## src/bpat_pkg.sv

```systemverilog
// Breakpoint address table: shared types, codes and defaults.
// No dependencies; used by every module of the block.
package bpat_pkg;

    // Field widths fixed by the transfer format
    localparam int unsigned ADDR_W  = 16;
    localparam int unsigned FUNC_W  = 2;
    localparam int unsigned STAT_W  = 2;
    localparam int unsigned CNT_W   = 5;

    // Default number of entries
    localparam int unsigned DEPTH_DEFAULT = 16;

    // Operation codes
    localparam logic [FUNC_W-1:0] OP_CHECK  = 2'd0;
    localparam logic [FUNC_W-1:0] OP_SET    = 2'd1;
    localparam logic [FUNC_W-1:0] OP_DELETE = 2'd2;
    localparam logic [FUNC_W-1:0] OP_CLEAR  = 2'd3;

    // Status codes
    localparam logic [STAT_W-1:0] ST_OK      = 2'd0;
    localparam logic [STAT_W-1:0] ST_ALREADY = 2'd1;
    localparam logic [STAT_W-1:0] ST_ABSENT  = 2'd2;
    localparam logic [STAT_W-1:0] ST_FULL    = 2'd3;

    // Shift commands broadcast to every cell
    typedef struct packed {
        logic ins_en;   // open a slot and insert the address
        logic del_en;   // close the slot of the matching entry
    } cell_ctrl_t;

endpackage

```

## src/breakpoint_address_table_unit.sv

```systemverilog
// Breakpoint address table. A sorted chain of DEPTH cells, one address each,
// checked in parallel against every incoming address. One transfer is taken
// per clock and its result appears on the m_ side in the cycle after; a set or
// delete moves every entry at or above the lower bound one cell along the
// chain in that same cycle. The input stalls only while an unaccepted result
// sits in the output register.
module breakpoint_address_table_unit #(
    parameter int unsigned DEPTH = bpat_pkg::DEPTH_DEFAULT
) (
    input  logic        aclk,
    input  logic        aresetn,
    input  logic        s_tvalid,
    output logic        s_tready,
    input  logic [23:0] s_tdata,   // [1:0] func, [17:2] address, rest zero
    output logic        m_tvalid,
    input  logic        m_tready,
    output logic [7:0]  m_tdata    // [0] hit, [2:1] status, [7:3] entry_count
);

    localparam int unsigned CW = $clog2(DEPTH + 1);

    logic [bpat_pkg::FUNC_W-1:0] func;
    logic [bpat_pkg::ADDR_W-1:0] addr;
    logic                        accept;

    logic [CW-1:0] count_reg;
    logic [CW-1:0] count_next;

    logic [DEPTH-1:0]            valid;
    logic [DEPTH-1:0]            lt;
    logic [DEPTH-1:0]            eq;
    logic [bpat_pkg::ADDR_W-1:0] entry [DEPTH];

    logic                  found;
    logic                  full;
    bpat_pkg::cell_ctrl_t  ctrl;

    logic                        hit;
    logic [bpat_pkg::STAT_W-1:0] status;
    logic [CW+4:0]               count_ext;

    logic       m_tvalid_reg;
    logic       m_tvalid_next;
    logic [7:0] m_tdata_reg;

    assign func   = s_tdata[1:0];
    assign addr   = s_tdata[17:2];
    assign accept = s_tvalid && s_tready;

    assign s_tready = !m_tvalid_reg || m_tready;

    // Cell chain
    for (genvar i = 0; i < DEPTH; i++) begin : g_cell
        logic                        lt_left;
        logic [bpat_pkg::ADDR_W-1:0] entry_left;
        logic [bpat_pkg::ADDR_W-1:0] entry_right;

        assign valid[i] = count_reg > CW'(i);

        if (i == 0) begin : g_first
            assign lt_left    = 1'b1;
            assign entry_left = addr;
        end else begin : g_mid
            assign lt_left    = lt[i-1];
            assign entry_left = entry[i-1];
        end

        if (i == DEPTH - 1) begin : g_last
            assign entry_right = entry[i];
        end else begin : g_body
            assign entry_right = entry[i+1];
        end

        bpat_cell u_cell (
            .aclk          (aclk),
            .valid_i       (valid[i]),
            .addr_i        (addr),
            .ctrl_i        (ctrl),
            .lt_left_i     (lt_left),
            .entry_left_i  (entry_left),
            .entry_right_i (entry_right),
            .lt_o          (lt[i]),
            .eq_o          (eq[i]),
            .entry_o       (entry[i])
        );
    end

    assign found = |eq;
    assign full  = count_reg == CW'(DEPTH);

    // Decode the operation into shift commands, status and next count
    always_comb begin
        ctrl       = '0;
        hit        = found;
        status     = bpat_pkg::ST_OK;
        count_next = count_reg;
        unique case (func)
            bpat_pkg::OP_CHECK: begin
            end
            bpat_pkg::OP_SET: begin
                priority if (found) begin
                    status = bpat_pkg::ST_ALREADY;
                end else if (full) begin
                    status = bpat_pkg::ST_FULL;
                end else begin
                    ctrl.ins_en = accept;
                    count_next  = count_reg + CW'(1);
                end
            end
            bpat_pkg::OP_DELETE: begin
                if (!found) begin
                    status = bpat_pkg::ST_ABSENT;
                end else begin
                    ctrl.del_en = accept;
                    count_next  = count_reg - CW'(1);
                end
            end
            default: begin
                hit        = 1'b0;
                count_next = '0;
            end
        endcase
    end

    assign count_ext = {5'b0, count_next};

    // Count register
    always_ff @(posedge aclk) begin
        if (!aresetn) begin
            count_reg <= '0;
        end else if (accept) begin
            count_reg <= count_next;
        end
    end

    // Output register
    always_comb begin
        m_tvalid_next = m_tvalid_reg;
        if (accept) begin
            m_tvalid_next = 1'b1;
        end else if (m_tready) begin
            m_tvalid_next = 1'b0;
        end
    end

    always_ff @(posedge aclk) begin
        if (!aresetn) begin
            m_tvalid_reg <= 1'b0;
        end else begin
            m_tvalid_reg <= m_tvalid_next;
        end
    end

    always_ff @(posedge aclk) begin
        if (accept) begin
            m_tdata_reg <= {count_ext[4:0], status, hit};
        end
    end

    assign m_tvalid = m_tvalid_reg;
    assign m_tdata  = m_tdata_reg;

endmodule

```

## src/bpat_cell.sv

```systemverilog
// One cell of the sorted address chain: holds one entry, compares it with
// the search address and shifts to or from its neighbors. Uses bpat_pkg.
module bpat_cell (
    input  logic                       aclk,
    input  logic                       valid_i,        // cell index below count
    input  logic [bpat_pkg::ADDR_W-1:0] addr_i,
    input  bpat_pkg::cell_ctrl_t       ctrl_i,
    input  logic                       lt_left_i,      // left neighbor holds an entry below the search address
    input  logic [bpat_pkg::ADDR_W-1:0] entry_left_i,
    input  logic [bpat_pkg::ADDR_W-1:0] entry_right_i,
    output logic                       lt_o,
    output logic                       eq_o,
    output logic [bpat_pkg::ADDR_W-1:0] entry_o
);

    logic [bpat_pkg::ADDR_W-1:0] entry_reg;
    logic [bpat_pkg::ADDR_W-1:0] entry_next;

    // Compare against the search address
    always_comb begin
        lt_o = valid_i && (entry_reg < addr_i);
        eq_o = valid_i && (entry_reg == addr_i);
    end

    // Cells at or above the lower bound move: right on insert, left on delete
    always_comb begin
        priority if (ctrl_i.ins_en && !lt_o) begin
            entry_next = lt_left_i ? addr_i : entry_left_i;
        end else if (ctrl_i.del_en && !lt_o) begin
            entry_next = entry_right_i;
        end else begin
            entry_next = entry_reg;
        end
    end

    always_ff @(posedge aclk) begin
        entry_reg <= entry_next;
    end

    assign entry_o = entry_reg;

endmodule

```

## config.mk

```make
export PLATFORM = sky130hd
export DESIGN_NAME = breakpoint_address_table_unit
export DESIGN_NICKNAME = d
export VERILOG_FILES = /design/src/bpat_pkg.sv /design/src/breakpoint_address_table_unit.sv /design/src/bpat_cell.sv
export SDC_FILE = /design/constraint.sdc
export NUM_CORES = 1
export LEC_CHECK = 0
export ABC_AREA = 0
export BUFFER_PORTS_ARGS = -buffer_cell sky130_fd_sc_hd__clkbuf_2
export CORE_AREA = 5 5 233 190
export CTS_CLUSTER_SIZE = 40
export DETAILED_ROUTE_END_ITERATION = 7
export DIE_AREA = 0 0 238 195
export PLACE_DENSITY = 0.64
export SETUP_SLACK_MARGIN = 0.05
export SLEW_MARGIN = 20
export SYNTH_ARGS = -nofsm -noshare
export SYNTH_HDL_FRONTEND = slang
export SYNTH_SLANG_ARGS = --single-unit
```

## constraint.sdc

```tcl
create_clock -name aclk -period 5.2 [get_ports aclk]
set_input_delay 1.04 -clock aclk [delete_from_list [all_inputs] [get_ports aclk]]
set_output_delay 1.04 -clock aclk [all_outputs]
set_load 0.005 [all_outputs]
```

==> results.md, run 1 <==
* Hold WC Path Type: register to register
* GR Util met2 at 33.1%
* RSZ-0062 raised after global routing: no
* Syn. warnings at 0
* DIE WIDTH at 238 microns
* Post-synthesis cell count at 1,795
* H-tree levels at 1
* Avg WL per Cell at 23.8 microns
* Syn_area_per_cell at 11.5 sq um
* Largest net degree at the start of global routing at 35
* # resized after CTS at 0
* Cts bufs inserted at 31
* Sw Ratio at 26.0%
* CP bufs+invs at 4
* Distinct cells, synth at 74
* Worst vdd ir at 0.000249 V
* Sw power at 1.40 mW
* Worst-path clk slew at 60 ps
* Setup Viol. Count Final at 0
* Clk_lat worst skew at 580 ps
* DRC viols at 0
* #FFs+latches synth at 270
* Post-CTS setup buffers at 0
* Internal power at 3.99 mW
* Clock Sinks at 270
* Clk pwr share at 40.0%
* Max reg flops at 256
* Least-Margin Pin Slew at 974 ps
* Via Count at 15.2k
* Vias per cell at 6.24
* CTS max path bufs at 3
* CTS tree: yes
* Clock skew at 18.7 ps
* Root buffer cell: clkbuf_16
* Met1 Usage GRT at 40.3%
* Cell breakdown of the critical path: clkbuf_2 > inv_1 > buf_4 > ha_1 > nand4_1 > nor4_1 > a22oi_1 > nand4_2 > nor2_4 > nand3_4 > buf_12 > nor2_8 > mux2_2
* Vias in the first global route at 14.9k
* Total power at 5.38 mW
* Asr flop ratio synth at 0%
* Largest family of logic cells by synthesized area: multiplexers
* Sequential area share after synthesis at 39.1%
* Post-synthesis simple-gate area fraction at 8.77%
* Final ANT Viol Nets at 0
* Synth top area share at 38.5%
* Max-cap violations at 0
* Slew Viols, Final at 0
* FP Rows at 67
* Period utilisation layout at 85.8%
* Layout area overhead at 10.1%
* Drt first pass iters at 7
* Status: finished clean
* GR peak layer: met1
* Mapped Area at 20,600 sq um
* Final Util at 54.6%
* Number of synthesized flops with an enable pin at 264
* Finished Layout Cells at 2,440
* Yosys top cell by area: edfxtp_1
* Final Wtd Congestion at 0.986
* Met3 Use GR at 3.30%
* Worst slew margin at 34.9%
* Area share of fa/ha/maj cells after synthesis at 16.2%
* Core area at 41,500 sq um
* Post-DP HPWL at 45,300 microns
* Static Leakage at 9.01 nW
* Initial antenna violation count at 0
* Gr usage total at 24.4%
* Worst path max stage delay at 400 ps
* Crit path kind: input port to register
* GRT overflow at 0
* Logic pwr share at 13.5%
* Mux cell area share after synthesis at 21.4%
* First-pass GRT wire length at 90,200 microns
* Sequential share of power at 46.5%
* Max Fclk at 224 MHz
* Placed cells at 2,382
* CP endpoint kind: register
* Main flop type after synthesis: edfxtp_1
* Initial detailed-routing violation count at 1,386
* Worst Path Required at 5510 ps
* Hold buffers post-CTS at 0
* Min Tclk post-route at 4460 ps
* Slowest CP cell: inv_1
* Starting Density at 49.6%
* Ratio of cells with drive above 1 in the final layout at 26.0%
* Die area at 46,400 sq um
* XOR/XNOR Fraction of Synth Area at 0%
* Die Ht at 195 microns
* CP Launch Type: input port
* # IOs at 38
* Top delay family on crit path: simple AND/OR/NAND/NOR gates
* Critical-path maximum fanout at 30
* PortBufs at 31
* Synth top area cells: edfxtp_1 39%, ha_1 16%, mux2_2 16%, mux2i_1 4.7%, o21ai_0 4.1%
* # nets final at 2,157
* Setup TNS at 0 ps
* Post-synthesis compound-gate area fraction at 11.3%
* P per Cell Area at 238 nW/um^2
* Net count after synthesis at 2,089
* DRT Wirelength at 58,100 microns
* Hold Fails Final Rpt at 0
* Worst EP arrival at 4780 ps
layout make-up:
cell class,instances,area (sq um)
flip-flops and latches,270,8050
clock inverters,14,115
multi-input cells,1378,11900
diodes,1,2.50
fillers,3606,18800
inverters,61,229
repair buffers,121,843
clock buffers,43,851
well taps,552,691
worst paths after layout:
| path | from | endpoint | slack [ps] | cells past startpoint |
|---|---|---|---|---|
| hold / removal | m_tvalid$_SDFFE_PN0P_ | m_tvalid$_SDFFE_PN0P_ | 540 | 2 |
| setup reg to reg | count_reg[4]$_SDFFE_PN0P_ | g_cell[5].u_cell.entry_o[9]$_DFFE_PP_ | 1040 | 9 |
| hold reg to reg | m_tvalid$_SDFFE_PN0P_ | m_tvalid$_SDFFE_PN0P_ | 540 | 2 |
| setup / recovery | s_tdata[10] | g_cell[5].u_cell.entry_o[9]$_DFFE_PP_ | 740 | 13 |
placed cells by master, fill, tap and decap left out, types with 4 or more instances in the layout:
master     count
and3_1         5
nand4_1       55
o21ai_0      167
nor4_1         6
nor3_1        21
clkbuf_16     31
mux2_2       291
a21o_1        40
nand3_1       29
nand4b_1       4
nor2_8         6
mux2_4         9
dfxtp_1        6
clkinv_1       8
nand2b_1      10
a31oi_1        4
nor2b_1       26
o211ai_1       6
a211oi_1      11
o31ai_1        6
a32oi_1        8
clkbuf_1       9
buf_4         89
ha_1         266
clkbuf_2      31
edfxtp_1     264
a22oi_1        4
a21oi_1       85
nor2_1        85
inv_1         59
o21a_1        13
clkinv_2       5
or2_2          4
nand2_1       57
mux2i_1       96
worst reg2reg max path, cell delays in order, from the launching register on:
cell and delay, ps:
dfxtp_1 510, nor3_4 540, o21ai_0 450, a32oi_1 340, nand4_2 280, nor2_4 300, nand3_4 400, buf_12 370
nor2_8 350, mux2_2 390
cell usage after synthesis (10+ instances only):
cell	number
inv_1	59
buf_2	19
o21a_1	13
a211oi_1	11
nor2_1	86
a21oi_1	86
mux2i_1	96
o21ai_0	169
nand2b_1	10
ha_1	266
mux2_2	291
nand2_1	57
nand4_1	55
a21o_1	40
nand3_1	29
edfxtp_1	264
clkbuf_1	49
nor3_1	21
nor2b_1	26
buf_6	10
metal layers:
metal / wire length (microns) / vias to the layer above
met5: 0 / -
met1: 29700 / 7480
met4: 1480 / 0
li1: - / 7093
met3: 4410 / 78
met2: 22500 / 575
cell families (layout without fill, tap and decap cells):
family	Yosys count	after routing
multiplexers	399	399
other	0	1
adder cells (fa/ha/maj)	266	266
AND/OR/NAND/NOR	332	332
flip-flops	270	270
AO/OA/AOI/OAI	381	381
buffers and inverters	147	239
power by group through the flow:
stage	registers, mW	logic [mW]	clock network, mW
5_1_grt	2.51	0.799	2.27
6_report	2.51	0.726	2.15
3_5_place_dp	2.55	0.708	0
3_3_place_gp	2.55	0.682	0
4_1_cts	2.51	0.714	2.18
2_1_floorplan	2.53	0.471	0
stage by stage:
| step | area [sq um] | hold slack (ps) | worst slack (ps) |
|---|---|---|---|
| after detailed placement | 21700 | 538 | 229 |
| after floorplan | 20600 | 533 | 634 |
| after global routing | 22700 | 576 | 665 |
| final | 22700 | 538 | 738 |
| after CTS | 22700 | 546 | 814 |
| after global placement | 21700 | 515 | 298 |
No activity file was read; power rests on OpenSTA's default activity.
==> run 2, diff against run 1 <==
==> constraint.sdc (replaced) <==
create_clock -name aclk -period 5.2 [get_ports aclk]
set_input_delay 0.78 -clock aclk [delete_from_list [all_inputs] [get_ports aclk]]
set_output_delay 0.78 -clock aclk [all_outputs]
set_load 0.005 [all_outputs]
==> results.md, run 2 (synthesized netlist as in run 1, its figures left out) <==
* DRC viols at 0 (unchanged)
* Setup TNS at 0 ps (unchanged)
* Setup Viol. Count Final at 0 (unchanged)
* First-pass GRT wire length at 90,300 microns (about the same)
* CP Launch Type: input port
* Vias in the first global route at 15.0k (+0.77%)
* RR Startpoint: count_reg[2]$_SDFFE_PN0P_
* Layout area overhead at 10.3%
* Worst Path Required at 5470 ps (-40 ps)
* Hold WC Path Type: input port to register
* Drt first pass iters at 5 (-2)
* # IOs at 38 (unchanged)
* Largest net degree at the start of global routing at 35 (unchanged)
* Critical-path maximum fanout at 19 (-37%)
* Avg WL per Cell at 23.6 microns (-1.0%)
* Clk_lat worst skew at 580 ps (about the same)
* Final Wtd Congestion at 1.03 (+4.6%)
* Initial detailed-routing violation count at 1,368 (-1.3%)
* Gr usage total at 24.3% (about the same)
* Max Fclk at 228 MHz (+1.8%)
* Core area at 41,500 sq um (unchanged)
* Crit path kind: input port to register
* CTS tree: yes
* N_diodes at 0 (-1)
* Worst slew margin at 31.4% (-3.5 points)
* Ratio of cells with drive above 1 in the final layout at 26.4% (+0.42 points)
* Die Ht at 195 microns (unchanged)
* Least-Margin Pin Slew at 1030 ps (+52.7 ps)
* Clock Sinks at 270 (unchanged)
* GRT overflow at 0 (unchanged)
* P per Cell Area at 238 nW/um^2 (about the same)
* PortBufs at 31 (unchanged)
* Status: finished clean
* Static Leakage at 9.05 nW (+0.41%)
* RSZ-0062 raised after global routing: no
* Most frequent cells in the layout: 291 x mux2_2, 266 x ha_1, 264 x edfxtp_1
* Worst-path clk slew at 60 ps (about the same)
* Hold path endpoint: m_tvalid$_SDFFE_PN0P_
* Clock skew at 9.51 ps (-9.17 ps)
* Die area at 46,400 sq um (unchanged)
* # nets final at 2,162 (+0.23%)
* Max-cap violations at 0 (unchanged)
* Most common cell after layout, fill and taps aside: mux2_2
* Reg2reg path depth at 8 (-1)
* Via Count at 15.2k (+0.066%)
* Worst EP arrival at 4660 ps (-120 ps)
* Root buffer cell: clkbuf_16
* Min Tclk post-route at 4380 ps (-80.8 ps)
* Starting Density at 49.6% (unchanged)
* Hold Startpoint: s_tvalid
* DRT Wirelength at 57,600 microns (-0.91%)
* Hold Fails Final Rpt at 0 (unchanged)
* Post-CTS setup buffers at 0 (unchanged)
* Final ANT Viol Nets at 0 (unchanged)
* Worst hold slack at 431 ps (-107 ps)
* DIE WIDTH at 238 microns (unchanged)
* Worst vdd ir at 0.000264 V (+6.2%)
* Cell count of the worst hold path at 3 (+1)
* Initial antenna violation count at 1 (+1)
* Hold buffers post-CTS at 0 (unchanged)
* R2r setup slk at 910 ps (-130 ps)
* Cts bufs inserted at 31 (unchanged)
* CP endpoint kind: register
* Slew Viols, Final at 0 (unchanged)
* H-tree levels at 1 (unchanged)
* Post-DP HPWL at 44,800 microns (-1.2%)
* FF-to-FF End: g_cell[15].u_cell.entry_o[9]$_DFFE_PP_
* FP Rows at 67 (unchanged)
* CTS max path bufs at 3 (unchanged)
* Vias per cell at 6.24 (about the same)
* Max reg flops at 256 (unchanged)
* # resized after CTS at 0 (unchanged)
* Period utilisation layout at 84.3% (-1.6 points)
run 2: cell types whose count changed in the layout (fill, tap and decap cells not counted), moves of 2 or more:
cell	change
clkbuf_8	+2
clkinv_1	-2
clkbuf_1	-2
buf_4	+5
run 2: worst max-delay path by stage:
stage,start,end,cells after the start
finish,s_tdata[14],g_cell[15].u_cell.entry_o[9]$_DFFE_PP_,11
CTS,s_tdata[14],g_cell[15].u_cell.entry_o[7]$_DFFE_PP_,11
global route,s_tdata[14],g_cell[15].u_cell.entry_o[7]$_DFFE_PP_,11
detailed placement,s_tdata[14],g_cell[15].u_cell.entry_o[11]$_DFFE_PP_,11
floorplan,s_tdata[16],g_cell[15].u_cell.entry_o[0]$_DFFE_PP_,12
global placement,s_tdata[14],g_cell[15].u_cell.entry_o[11]$_DFFE_PP_,11
run 2: where the power goes:
| part | leakage [nW] | switching (mW) | internal [mW] |
|---|---|---|---|
| clock network | 0.483 | 0.934 | 1.24 |
| logic | 6.09 | 0.424 | 0.298 |
| registers | 2.48 | 0.0493 | 2.46 |
| total | 9.05 | 1.41 | 3.99 |
run 2: area by class of cell:
cell class / count / area, sq um
Inverter: 61 / 229
Clock inverter: 12 / 86.3
Multi-Input combinational cell: 1378 / 11900
Fill cell: 3539 / 18800
Clock buffer: 44 / 896
Sequential cell: 270 / 8050
Timing Repair Buffer: 126 / 881
Tap cell: 552 / 691
run 2: worst max-delay path, stage by stage:
cell,delay (ps)
clkbuf_2,340
inv_1,260
ha_1,400
and4_1,260
and3_1,240
a32oi_1,330
nand4_2,280
nor2_4,280
nand3_4,350
a21oi_1,760
buf_4,350
run 2: routing by layer:
| metal | up-vias | global-route usage [%] | wire [microns] |
|---|---|---|---|
| met2 | 565 | 33.3 | 22500 |
| met1 | 7483 | 40.3 | 29600 |
| met4 | 2 | 5.16 | 1420 |
| met5 | - | 0 | 20 |
| li1 | 7099 | - | - |
| met3 | 87 | 3.43 | 4040 |
run 2: through the flow:
| stage | power, mW | area, sq um | instances | utilization, % | setup WS (ps) |
|---|---|---|---|---|---|
| after floorplan | 3.00 | 20600 | 1795 | - | 894 |
| after global placement | 3.23 | 21700 | 2387 | 52.4 | 312 |
| after detailed placement | 3.26 | 21700 | 2387 | 52.4 | 285 |
| after CTS | 5.42 | 22700 | 2443 | 54.7 | 874 |
| after global routing | 5.62 | 22700 | 2443 | 54.7 | 697 |
| final | 5.40 | 22700 | 2443 | 54.7 | 818 |
